===== src/sv/wmp_pkg.sv =====
// shared constants and helpers for the weighted motion predictor
`default_nettype none

package wmp_pkg;

  // default coordinate width and history depth
  localparam int COORD_W_DEF     = 12;
  localparam int HIST_DEPTH      = 5;
  localparam int QUEUE_DEPTH_DEF = 2;

  // prediction and count widths
  localparam int PRED_W = 14;
  localparam int CNT_W  = 3;

  // history counts
  localparam logic [CNT_W-1:0] CNT_0 = 3'd0;
  localparam logic [CNT_W-1:0] CNT_1 = 3'd1;
  localparam logic [CNT_W-1:0] CNT_2 = 3'd2;
  localparam logic [CNT_W-1:0] CNT_3 = 3'd3;
  localparam logic [CNT_W-1:0] CNT_4 = 3'd4;
  localparam logic [CNT_W-1:0] CNT_5 = 3'd5;

  // width of the weighted sum: |sum| stays below 4 * 2^w
  function automatic int sum_width(input int w);
    return w + 3;
  endfunction

  // queue entry: two sums, two last centers, count
  function automatic int entry_width(input int w);
    return 2 * sum_width(w) + 2 * w + CNT_W;
  endfunction

endpackage

`default_nettype wire


===== src/sv/wmp_queue.sv =====
// small register queue between the front and the back
`default_nettype none

module wmp_queue #(
  parameter int WIDTH = 8,
  parameter int DEPTH = wmp_pkg::QUEUE_DEPTH_DEF
) (
  input  logic             clk,
  input  logic             rst_n,
  input  logic             push,
  input  logic [WIDTH-1:0] wr_data,
  output logic             full,
  input  logic             pop,
  output logic [WIDTH-1:0] rd_data,
  output logic             valid
);
  import wmp_pkg::*;

  localparam int AW = (DEPTH > 1) ? $clog2(DEPTH) : 1;
  localparam int CW = $clog2(DEPTH + 1);
  localparam logic [AW-1:0] LAST_IDX = AW'(DEPTH - 1);
  localparam logic [CW-1:0] FULL_CNT = CW'(DEPTH);

  logic [WIDTH-1:0] mem_r [DEPTH];
  logic [AW-1:0]    wr_ptr_r, wr_ptr_nxt;
  logic [AW-1:0]    rd_ptr_r, rd_ptr_nxt;
  logic [CW-1:0]    cnt_r, cnt_nxt;
  logic             do_push, do_pop;

  // handshake qualification
  assign full    = (cnt_r == FULL_CNT);
  assign valid   = (cnt_r != '0);
  assign do_push = push && !full;
  assign do_pop  = pop && valid;
  assign rd_data = mem_r[rd_ptr_r];

  // pointer and fill count update
  always_comb begin
    wr_ptr_nxt = wr_ptr_r;
    rd_ptr_nxt = rd_ptr_r;
    cnt_nxt    = cnt_r;
    if (do_push) begin
      wr_ptr_nxt = (wr_ptr_r == LAST_IDX) ? '0 : wr_ptr_r + AW'(1);
    end
    if (do_pop) begin
      rd_ptr_nxt = (rd_ptr_r == LAST_IDX) ? '0 : rd_ptr_r + AW'(1);
    end
    if (do_push && !do_pop) begin
      cnt_nxt = cnt_r + CW'(1);
    end else if (do_pop && !do_push) begin
      cnt_nxt = cnt_r - CW'(1);
    end
  end

  // control registers
  always_ff @(posedge clk) begin
    if (!rst_n) begin
      wr_ptr_r <= '0;
      rd_ptr_r <= '0;
      cnt_r    <= '0;
    end else begin
      wr_ptr_r <= wr_ptr_nxt;
      rd_ptr_r <= rd_ptr_nxt;
      cnt_r    <= cnt_nxt;
    end
  end

  // entry storage
  always_ff @(posedge clk) begin
    if (do_push) begin
      mem_r[wr_ptr_r] <= wr_data;
    end
  end

endmodule

`default_nettype wire


===== src/sv/wmp_front.sv =====
// front: center history, point count and weighted difference sums
`default_nettype none

module wmp_front #(
  parameter int COORD_WIDTH = wmp_pkg::COORD_W_DEF
) (
  input  logic                                          clk,
  input  logic                                          rst_n,
  input  logic                                          accept,
  input  logic                                          new_track,
  input  logic [COORD_WIDTH-1:0]                        center_x,
  input  logic [COORD_WIDTH-1:0]                        center_y,
  output logic [wmp_pkg::entry_width(COORD_WIDTH)-1:0] entry
);
  import wmp_pkg::*;

  localparam int W  = COORD_WIDTH;
  localparam int SW = sum_width(COORD_WIDTH);

  logic [W-1:0]     hx_r [HIST_DEPTH];
  logic [W-1:0]     hy_r [HIST_DEPTH];
  logic [W-1:0]     hx_nxt [HIST_DEPTH];
  logic [W-1:0]     hy_nxt [HIST_DEPTH];
  logic [CNT_W-1:0] cnt_r, cnt_nxt;
  logic signed [SW-1:0] sum_x, sum_y;

  // weights telescope: n points give (n-1)*h0 - h1 - ... - h(n-1)
  function automatic logic signed [SW-1:0] wsum(
    input logic [W-1:0]     h0,
    input logic [W-1:0]     h1,
    input logic [W-1:0]     h2,
    input logic [W-1:0]     h3,
    input logic [W-1:0]     h4,
    input logic [CNT_W-1:0] n
  );
    logic signed [SW-1:0] e0, e1, e2, e3, e4, r;
    e0 = SW'($signed({1'b0, h0}));
    e1 = SW'($signed({1'b0, h1}));
    e2 = SW'($signed({1'b0, h2}));
    e3 = SW'($signed({1'b0, h3}));
    e4 = SW'($signed({1'b0, h4}));
    case (n)
      CNT_2:   r = e0 - e1;
      CNT_3:   r = (e0 <<< 1) - e1 - e2;
      CNT_4:   r = (e0 <<< 1) + e0 - e1 - e2 - e3;
      CNT_5:   r = (e0 <<< 2) - e1 - e2 - e3 - e4;
      default: r = '0;
    endcase
    return r;
  endfunction

  // shifted history and saturating count
  always_comb begin
    hx_nxt[0] = center_x;
    hy_nxt[0] = center_y;
    for (int i = 1; i < HIST_DEPTH; i++) begin
      hx_nxt[i] = hx_r[i-1];
      hy_nxt[i] = hy_r[i-1];
    end
    if (new_track) begin
      cnt_nxt = CNT_1;
    end else if (cnt_r == CNT_5) begin
      cnt_nxt = CNT_5;
    end else begin
      cnt_nxt = cnt_r + CNT_1;
    end
  end

  // weighted sums on the updated history
  assign sum_x = wsum(hx_nxt[0], hx_nxt[1], hx_nxt[2], hx_nxt[3], hx_nxt[4], cnt_nxt);
  assign sum_y = wsum(hy_nxt[0], hy_nxt[1], hy_nxt[2], hy_nxt[3], hy_nxt[4], cnt_nxt);
  assign entry = {sum_x, sum_y, center_x, center_y, cnt_nxt};

  // count register
  always_ff @(posedge clk) begin
    if (!rst_n) begin
      cnt_r <= CNT_0;
    end else if (accept) begin
      cnt_r <= cnt_nxt;
    end
  end

  // history registers, entries beyond the count are never used
  always_ff @(posedge clk) begin
    if (accept) begin
      for (int i = 0; i < HIST_DEPTH; i++) begin
        hx_r[i] <= hx_nxt[i];
        hy_r[i] <= hy_nxt[i];
      end
    end
  end

endmodule

`default_nettype wire


===== src/sv/wmp_back.sv =====
// back: rounded division by 3, 6 or 10 and final add, with output register
`default_nettype none

module wmp_back #(
  parameter int COORD_WIDTH = wmp_pkg::COORD_W_DEF
) (
  input  logic                                          clk,
  input  logic                                          rst_n,
  input  logic                                          q_valid,
  input  logic [wmp_pkg::entry_width(COORD_WIDTH)-1:0] q_data,
  output logic                                          q_pop,
  output logic                                          out_empty,
  input  logic                                          out_pop,
  output logic signed [wmp_pkg::PRED_W-1:0]             out_predicted_x,
  output logic signed [wmp_pkg::PRED_W-1:0]             out_predicted_y,
  output logic [wmp_pkg::CNT_W-1:0]                     out_history_count
);
  import wmp_pkg::*;

  localparam int W  = COORD_WIDTH;
  localparam int SW = sum_width(COORD_WIDTH);
  // shift of the reciprocals: exact floor for numerators below 2^SW
  localparam int K  = SW + 4;
  localparam int PW = SW + K;
  localparam int AW = W + PRED_W;

  localparam logic [K-1:0] RECIP_3  = K'(((64'd1 << K) + 64'd2) / 64'd3);
  localparam logic [K-1:0] RECIP_6  = K'(((64'd1 << K) + 64'd5) / 64'd6);
  localparam logic [K-1:0] RECIP_10 = K'(((64'd1 << K) + 64'd9) / 64'd10);
  localparam logic [SW-1:0] HALF_3  = SW'(1);
  localparam logic [SW-1:0] HALF_6  = SW'(3);
  localparam logic [SW-1:0] HALF_10 = SW'(5);

  logic signed [SW-1:0] in_sx, in_sy;
  logic [W-1:0]         in_lx, in_ly;
  logic [CNT_W-1:0]     in_cnt;

  logic                 s1_v_r;
  logic [PW-1:0]        prod_x_r, prod_y_r;
  logic signed [SW-1:0] sx_r, sy_r;
  logic [W-1:0]         lx_r, ly_r;
  logic [CNT_W-1:0]     cnt_s1_r;

  logic                 out_v_r;
  logic [PRED_W-1:0]    pred_x_r, pred_y_r;
  logic [CNT_W-1:0]     cnt_out_r;
  logic [PRED_W-1:0]    pred_x_nxt, pred_y_nxt;

  logic out_rdy, s1_rdy;

  // magnitude plus half divisor, times the divisor's reciprocal
  function automatic logic [PW-1:0] scaled(
    input logic signed [SW-1:0] s,
    input logic [CNT_W-1:0]     n
  );
    logic [SW-1:0] mag, num, half;
    logic [K-1:0]  recip;
    mag = s[SW-1] ? $unsigned(-s) : $unsigned(s);
    case (n)
      CNT_3:   begin half = HALF_3;  recip = RECIP_3;  end
      CNT_4:   begin half = HALF_6;  recip = RECIP_6;  end
      default: begin half = HALF_10; recip = RECIP_10; end
    endcase
    num = mag + half;
    return PW'(num) * PW'(recip);
  endfunction

  // quotient, sign, and add to the last center, wrapping to the output width
  function automatic logic [PRED_W-1:0] predict(
    input logic [PW-1:0]        prod,
    input logic signed [SW-1:0] s,
    input logic [W-1:0]         last,
    input logic [CNT_W-1:0]     n
  );
    logic [SW-1:0]        q;
    logic signed [SW:0]   delta;
    logic signed [AW-1:0] sum;
    q = prod[K +: SW];
    if (n == CNT_1 || n == CNT_2) begin
      delta = (SW+1)'(s);
    end else if (s[SW-1]) begin
      delta = -$signed({1'b0, q});
    end else begin
      delta = $signed({1'b0, q});
    end
    sum = AW'($signed({1'b0, last})) + AW'(delta);
    return sum[PRED_W-1:0];
  endfunction

  // entry fields
  assign {in_sx, in_sy, in_lx, in_ly, in_cnt} = q_data;

  // elastic stage control
  assign out_rdy = !out_v_r || out_pop;
  assign s1_rdy  = !s1_v_r || out_rdy;
  assign q_pop   = q_valid && s1_rdy;

  // stage one valid
  always_ff @(posedge clk) begin
    if (!rst_n) begin
      s1_v_r <= 1'b0;
    end else if (s1_rdy) begin
      s1_v_r <= q_valid;
    end
  end

  // stage one payload: products registered before use
  always_ff @(posedge clk) begin
    if (q_pop) begin
      prod_x_r <= scaled(in_sx, in_cnt);
      prod_y_r <= scaled(in_sy, in_cnt);
      sx_r     <= in_sx;
      sy_r     <= in_sy;
      lx_r     <= in_lx;
      ly_r     <= in_ly;
      cnt_s1_r <= in_cnt;
    end
  end

  // final prediction
  assign pred_x_nxt = predict(prod_x_r, sx_r, lx_r, cnt_s1_r);
  assign pred_y_nxt = predict(prod_y_r, sy_r, ly_r, cnt_s1_r);

  // output register valid
  always_ff @(posedge clk) begin
    if (!rst_n) begin
      out_v_r <= 1'b0;
    end else if (out_rdy) begin
      out_v_r <= s1_v_r;
    end
  end

  // output register payload
  always_ff @(posedge clk) begin
    if (out_rdy && s1_v_r) begin
      pred_x_r  <= pred_x_nxt;
      pred_y_r  <= pred_y_nxt;
      cnt_out_r <= cnt_s1_r;
    end
  end

  assign out_empty         = !out_v_r;
  assign out_predicted_x   = $signed(pred_x_r);
  assign out_predicted_y   = $signed(pred_y_r);
  assign out_history_count = cnt_out_r;

endmodule

`default_nettype wire


===== src/sv/weighted_motion_predictor.sv =====
// Weighted-velocity motion predictor for one tracked object.
// Input channel: a request carries in_new_track, in_center_x and in_center_y;
// it is taken at a rising edge with in_push high and in_full low.
// Result channel: while out_empty is low the oldest prediction sits on
// out_predicted_x, out_predicted_y and out_history_count; out_pop takes it.
// Each request yields exactly one result: newest center plus a weighted
// delta over up to five stored centers, rounded half away from zero.
// A taken request passes the queue, the stage-one register and the output
// register. Throughput: one request per cycle while in_full is low; history
// update and weighted sum are combinational in the front, the back runs a
// two-stage divide/add. A two-entry queue sits between front and back, so
// in_full only rises when the result side stalls and the queue plus back
// stages fill up; a waiting result does not block new requests until then.
// Reset (rst_n low, synchronous) clears the point count and all queue and
// stage valid bits; the first request after reset starts a new track.
`default_nettype none

module weighted_motion_predictor #(
  parameter int COORD_WIDTH = wmp_pkg::COORD_W_DEF,
  parameter int QUEUE_DEPTH = wmp_pkg::QUEUE_DEPTH_DEF
) (
  input  logic                              clk,
  input  logic                              rst_n,
  input  logic                              in_push,
  output logic                              in_full,
  input  logic                              in_new_track,
  input  logic [COORD_WIDTH-1:0]            in_center_x,
  input  logic [COORD_WIDTH-1:0]            in_center_y,
  output logic                              out_empty,
  input  logic                              out_pop,
  output logic signed [wmp_pkg::PRED_W-1:0] out_predicted_x,
  output logic signed [wmp_pkg::PRED_W-1:0] out_predicted_y,
  output logic [wmp_pkg::CNT_W-1:0]         out_history_count
);
  import wmp_pkg::*;

  localparam int EW = entry_width(COORD_WIDTH);

  logic          accept;
  logic [EW-1:0] f_entry;
  logic [EW-1:0] q_data;
  logic          q_valid, q_pop;

  assign accept = in_push && !in_full;

  // front: history and weighted sums
  wmp_front #(
    .COORD_WIDTH(COORD_WIDTH)
  ) u_front (
    .clk       (clk),
    .rst_n     (rst_n),
    .accept    (accept),
    .new_track (in_new_track),
    .center_x  (in_center_x),
    .center_y  (in_center_y),
    .entry     (f_entry)
  );

  // decoupling queue
  wmp_queue #(
    .WIDTH(EW),
    .DEPTH(QUEUE_DEPTH)
  ) u_queue (
    .clk     (clk),
    .rst_n   (rst_n),
    .push    (in_push),
    .wr_data (f_entry),
    .full    (in_full),
    .pop     (q_pop),
    .rd_data (q_data),
    .valid   (q_valid)
  );

  // back: division, rounding and output register
  wmp_back #(
    .COORD_WIDTH(COORD_WIDTH)
  ) u_back (
    .clk               (clk),
    .rst_n             (rst_n),
    .q_valid           (q_valid),
    .q_data            (q_data),
    .q_pop             (q_pop),
    .out_empty         (out_empty),
    .out_pop           (out_pop),
    .out_predicted_x   (out_predicted_x),
    .out_predicted_y   (out_predicted_y),
    .out_history_count (out_history_count)
  );

endmodule

`default_nettype wire


===== config.mk =====
export PLATFORM = sky130hd
export DESIGN_NAME = weighted_motion_predictor
export DESIGN_NICKNAME = d
export VERILOG_FILES = /design/src/sv/wmp_pkg.sv /design/src/sv/wmp_queue.sv /design/src/sv/wmp_front.sv /design/src/sv/wmp_back.sv /design/src/sv/weighted_motion_predictor.sv
export SDC_FILE = /design/constraint.sdc
export NUM_CORES = 2
export LEC_CHECK = 0
export BUFFER_PORTS_ARGS = -buffer_cell sky130_fd_sc_hd__buf_2
export CAP_MARGIN = 0
export CORE_ASPECT_RATIO = 0.6
export CORE_MARGIN = 2
export CORE_UTILIZATION = 30
export CTS_BUF_LIST = sky130_fd_sc_hd__clkbuf_2
export CTS_CLUSTER_DIAMETER = 60
export DETAILED_ROUTE_END_ITERATION = 7
export PLACE_DENSITY_LB_ADDON = 0.05
export SYNTH_ARGS = -nofsm -noshare
export SYNTH_HDL_FRONTEND = slang
export SYNTH_HIERARCHICAL = 1
export SYNTH_SLANG_ARGS = --single-unit

===== constraint.sdc =====
create_clock -name clk -period 31 [get_ports clk]
set_clock_uncertainty 0.2 [all_clocks]
set_input_delay 4.65 -clock clk [delete_from_list [all_inputs] [get_ports clk]]
set_output_delay 4.65 -clock clk [all_outputs]
set_load 0.02 [all_outputs]

## Word level (Yosys, flattened, before mapping)

Memory sizes are Yosys's and may differ from the RTL's. A register that Yosys moved wholly into a read port is not among the register bits.
Index checks and enable logic that the tools add are counted.

- Add/subtract/negate cells: 35
- Reduce and logical (&&, ||, !) cells: 16
- Eq/ne operators: 10
- Shifts and indexed selects: 0
- Multiply operators: 2
- Divide/modulo/power cells: 0
- Mux-type cells: 22
- Bitwise logic cells: 0
- Magnitude comparators: 0

Operator list:

| operator | count |
|---|---|
| 15-bit by 13-bit subtractor with 15-bit output | 14 |
| 15-bit case mux with 4 select lines | 2 |
| 15-bit by 19-bit multiplier with 33-bit output | 2 |
| 14-bit two-way mux | 4 |
| 15-bit two-way mux | 3 |
| 18-bit case mux with 2 select lines | 1 |
| 15-bit adder | 2 |
| 15-bit negator | 2 |
| 14-bit by 12-bit subtractor with 15-bit output | 2 |
| 13-bit by 12-bit adder with 14-bit output | 2 |
| 13-bit by 14-bit adder with 14-bit output | 2 |
| 14-bit negator | 2 |
| 13-bit by 12-bit subtractor with 14-bit output | 2 |
| 12-bit by 12-bit subtractor with 13-bit output | 2 |
| 19-bit two-way mux | 1 |
| 3-bit by 2-bit == test with 1-bit output (second input constant) | 4 |
| 3-bit == test (second input constant) | 4 |
| 1-bit logical AND | 6 |
| 1-bit two-way mux | 6 |
| 3-bit two-way mux | 2 |
| 3-bit case mux with 2 select lines | 1 |
| 1-bit logical NOT | 5 |
| 2-bit two-way mux | 2 |
| 2-bit nonzero test | 2 |
| 7 further kinds | 10 |

- Input port bits: 29
- Bits in latches: 0
- Memory bits (read-only): 0
- Memory bits (writable): 234
- Memories: 3
- Flip-flop bits (word level): 163

Memory list:

| name | depth | width | rd ports | clocked after memory_dff | write ports | RTL line | RTL |
|---|---|---|---|---|---|---|---|
| u_queue.mem_r | 2 | 57 | 1 | 1 | 1 | wmp_queue.sv:24 | `logic [WIDTH-1:0] mem_r [DEPTH];` |
| u_front.hx_r | 5 | 12 | 4 | 0 | 5 | wmp_front.sv:20 | `logic [W-1:0] hx_r [HIST_DEPTH];` |
| u_front.hy_r | 5 | 12 | 4 | 0 | 5 | wmp_front.sv:21 | `logic [W-1:0] hy_r [HIST_DEPTH];` |

## Depth between registers and ports, before layout

- Depth in word-level cells: 8
- Depth in mapped cells: 35
- Gate-level depth less buffers: 32

## Modules after synthesis

The synthesis kept the hierarchy.

Modules (own cells, without submodules):

| module | times used | area an instance (um^2) | cells an instance |
|---|---|---|---|
| wmp_back | 1 | 18290.0 | 1833 |
| wmp_front | 1 | 12718.4 | 1329 |
| wmp_queue | 1 | 4352.9 | 202 |
| weighted_motion_predictor | 1 | 13.8 | 1 |

## Least setup slack after synthesis

Ideal clock, no wire load.

- Path type: input-to-reg
- Start: input out_pop
- End: register u_queue.cnt_r[1]
- Data required time: 30730 ps
- Stages on the path: 7
- Data arrival time: 12803 ps
- Path slack: 17927 ps
- Library setup time: 70 ps
- Cell sequence: nor2_1 > a21boi_0 > o21ai_1 > ha_1 > xor2_1 > or3_1 > a21boi_1

- Longest elaborated chain between the ends: 7
- Elaborated cells between the ends (all ways): 9
- Classes of those cells: mux: 1; reduce/logical: 8

Ends and longest elaborated chain:

| item | RTL line | RTL |
|---|---|---|
| from (decl) | weighted_motion_predictor.sv:30 | `input logic out_pop,` |
| 1-bit logical OR * | wmp_back.sv:94 | `assign out_rdy = !out_v_r \|\| out_pop;` |
| 1-bit logical OR * | wmp_back.sv:95 | `assign s1_rdy = !s1_v_r \|\| out_rdy;` |
| 1-bit logical AND * | wmp_back.sv:96 | `assign q_pop = q_valid && s1_rdy;` |
| via q_pop | weighted_motion_predictor.sv:42 | `logic q_valid, q_pop;` |
| 1-bit logical AND * | wmp_queue.sv:34 | `assign do_pop = pop && valid;` |
| 1-bit logical NOT | wmp_queue.sv:48 | `if (do_push && !do_pop) begin` |
| 1-bit logical AND | wmp_queue.sv:48 |  |
| 2-bit two-way mux or 2-bit nonzero test (tied branches) | n/a |  |
| to (signal assigned) | wmp_queue.sv:64 | `cnt_r <= cnt_nxt;` |
| to (decl) | wmp_queue.sv:27 | `logic [CW-1:0] cnt_r, cnt_nxt;` |

Mark *: on every way through the listed nets, which the timed path passes. The rest lies on a longest branch.
A chain may end at the register's enable or synchronous reset.

==> summary.json <==
{
  "status": "finished, final reports clean",
  "crit_path_max_fanout": 42,
  "cts_buf_count": 89,
  "die-area_um2": 121000,
  "final_antenna_net_count": 0,
  "max-slew-margin-rel_pct": 36.3,
  "floorplan.initialDensity_pct": 30.3,
  "grt_start_max_net_pins": 59,
  "grt_use_total_pct": 17.1,
  "drc": 0,
  "total_of_cells_resized_after_clock_tree_synthesis": 0,
  "drv.max_cap_violation_count": 0,
  "timing.critical_path.arrival_ns": 11.56,
  "rrSetupSlack_ns": 20.22,
  "post_cts_hold_buffer_count": 0,
  "grt_antenna_before_repair": 7,
  "timing.final.hold_violations": 0,
  "final_layout_size_suffix_gt1_share_pct": 8.63,
  "layout_min_cycle_time_ns": 10.78,
  "timing.setup.critical_path_class": "reg2reg",
  "clock_insertion_delay_worst_skew_ns": 1.26,
  "hold_path_depth": 0,
  "yosys_register_bits": 336,
  "yosys-mux-area-fraction_pct": 2.01,
  "syn_area_per_cell_um2": 10.5,
  "placementRows": 97,
  "synth_adder_area_share_pct": 35.7,
  "synthesis.yosys.warnings": 6,
  "grt_setup_unrepaired": "no",
  "edff_count_synth": 326,
  "critPathMaxStageDelay_ns": 0.69,
  "hold-path-endpoint": "u_front/hy_r[0][37]$_DFFE_PP_",
  "finalWirelength_um": 101000,
  "setup_viol_count_final": 0,
  "drt-pass1-iter-count": 7,
  "max_clock_freq_ghz": 0.0927,
  "setup_ws_ns": 20.22,
  "worst_setup_path_start_kind": "flop",
  "required_ns": 31.78,
  "clk_pin_slew_worst_paths_ns": 0.14,
  "placement_stage_cell_area_um2": 37400,
  "mappedNetlistArea_um2": 35400,
  "replace_congestion": 0.882,
  "cts_tree": "yes",
  "critical_path_most_common_cell": "fa_1",
  "wl_per_cell_um": 19.8,
  "cts_post_setup_buffers_inserted": 0,
  "asyncSetResetFlopFracSynth_pct": 0,
  "cts.sink_count": 336,
  "synth_top_family_by_area": "adder cells",
  "hp-class": "reg2reg",
  "worst-slew-pin-transition_ns": 0.932,
  "h_tree_levels": 3,
  "placed_cells_incl_taps": 4948,
  "final-instance-count-excl-fill": 5114,
  "timing.rr.end": "u_back/prod_y_r[26]$_DFFE_PP_",
  "first_iter_violations": 1483,
  "io_buffer_count": 61,
  "final_max_slew_viol_count": 0,
  "worst_setup_path_end_kind": "flop",
  "synth.yosys.seq_area_share_pct": 28.2,
  "nets": 4253,
  "total_via_count_after_detailed_routing": 24100,
  "hp-start": "u_front/hy_r[0][25]$_DFFE_PP_",
  "floorplan.die.height_um": 270,
  "ctsLongestPathBuffers": 3,
  "non_filler_cell_area_final_um2": 38300,
  "grt_overflow": 0,
  "final_min_period_over_clock_period_pct": 34.8,
  "first_global_vias": 25800,
  "synth_top_flop_cell": "edfxtp_1",
  "synthesis.nets": 4163,
  "yosysUniqueCellTypes": 94,
  "post_synth_inst_count": 3365,
  "cts-root-buf": "clkbuf_2",
  "global_route_wire_length_before_repair_um": 157000,
  "io-pin-count": 62,
  "finalSetupTns_ns": 0,
  "hpwl_um": 84000,
  "die_w_um": 447,
  "synthXorXnorAreaFrac_pct": 5.82,
  "area.growth.synth_to_final_pct": 8.34,
  "n_fill_cell": 12000,
  "synth-simple-area-share_pct": 9.36,
  "synth_compound_area_share_pct": 10.6,
  "routed_via_density": 4.72,
  "critical-path-slowest-cell": "or2_2",
  "pre_cts_ws_ns": 20.25,
  "floorplan.core_area_um2": 117000,
  "r2r_cells": 29
}
sequential cells by signal (all words and copies together) (netlist names), named ones only:
register                  count
u_back/out_predicted_x       14
u_back/cnt_s1_r               3
u_back/s1_v_r                 1
u_queue/wr_ptr_r              1
u_queue/mem_r               114
u_back/sy_r                  15
u_back/sx_r                  15
u_back/ly_r                  12
u_back/out_v_r                1
u_back/out_history_count      3
u_front/hy_r                 48
u_back/lx_r                  12
u_back/prod_x_r              14
u_queue/cnt_r                 2
u_front/cnt_r                 3
u_back/prod_y_r              14
u_back/out_predicted_y       14
u_queue/rd_ptr_r              1
u_front/hx_r                 48
synth_stat cells (all sizes together) (10+ instances only):
cell | count | area share [%]
or3 | 25 | 0.44
a211o | 11 | 0.27
o41ai | 18 | 0.67
buf | 35 | 0.75
nand3 | 37 | 0.55
and2 | 17 | 0.30
nor4 | 10 | 0.25
fa | 402 | 23
clkbuf | 43 | 0.46
mux2 | 57 | 1.8
nand4 | 16 | 0.28
ha | 367 | 13
a21oi | 131 | 1.9
or2 | 19 | 0.34
nor3 | 57 | 0.83
o21ai | 124 | 1.8
o21bai | 10 | 0.21
o31ai | 25 | 0.53
inv | 667 | 7.1
a31oi | 13 | 0.27
dfxtp | 10 | 0.57
xnor2 | 124 | 3.1
a21o | 47 | 1.0
nand2 | 176 | 1.9
nor2b | 27 | 0.52
xor2 | 111 | 2.7
nor2 | 191 | 2.0
a211oi | 21 | 0.46
nand2b | 42 | 0.76
a22oi | 13 | 0.28
edfxtp | 326 | 28
and3 | 19 | 0.35
o21a | 35 | 0.74
stage by stage:
stage / hold slack (ns) / util (%)
floorplan: 0.226 / -
global placement: 0.229 / 32.0
detailed placement: 0.232 / 32.0
CTS: 0.192 / 32.8
global route: 0.198 / 32.8
finish: 0.228 / 32.8
cell families after synthesis:
kind of cell,Yosys count
flip-flops,336
AO/OA/AOI/OAI,545
XOR/XNOR,235
multiplexers,64
buffers and inverters,745
AND/OR/NAND/NOR,671
adder cells (fa/ha/maj),769
routing by layer:
metal | up-vias | GRT usage [%] | wire length [um]
li1 | 11500 | - | -
met1 | 12000 | 27.5 | 55300
met2 | 463 | 23.0 | 38600
met3 | 109 | 3.72 | 5720
met4 | 4 | 3.20 | 1450
met5 | - | 0 | 28
cells in the final DEF (no fill, tap or decap), types with 111 or more instances in the layout:
master    instances
a21oi_1         131
edfxtp_1        326
fa_1            402
ha_1            367
inv_1           664
nand2_1         175
clkbuf_2        121
nor2_1          189
xnor2_1         124
xor2_1          111
o21ai_0         111
critical path, delay by kind of cell (launching register included):
family	cells	cell delay [ns]
mux	1	0.38
simple gates	7	2.74
flops	1	0.38
compound gates	6	1.38
buf+inv	5	0.83
xor+xnor	2	0.67
fa+ha+maj	8	3.92
layout make-up:
class	count	area, um^2	area share (%)
repair buffers	77	425	1.11
well taps	1584	1980	5.17
inverters	667	2500	6.53
flip-flops and latches	336	9990	26.1
clock buffers	121	606	1.58
diodes	6	15.0	0.0392
clock inverters	39	302	0.787
multi-input cells	2284	22500	58.7
how the worst max path moves through the flow:
stage               depth (start not counted)                       endpoint  slack (ns)
floorplan                                   7  u_queue/cnt_r[1]$_SDFFE_PN0P_       17.93
global placement                           31  u_back/prod_y_r[26]$_DFFE_PP_       20.44
detailed placement                         31  u_back/prod_y_r[26]$_DFFE_PP_       20.25
CTS                                        31  u_back/prod_y_r[26]$_DFFE_PP_       20.19
global route                               30  u_back/prod_x_r[25]$_DFFE_PP_       19.39
finish                                     29  u_back/prod_y_r[26]$_DFFE_PP_       20.22
Power is not shown: default switching activity piles up to over one toggle a cycle in this logic, so the estimate is an artifact.
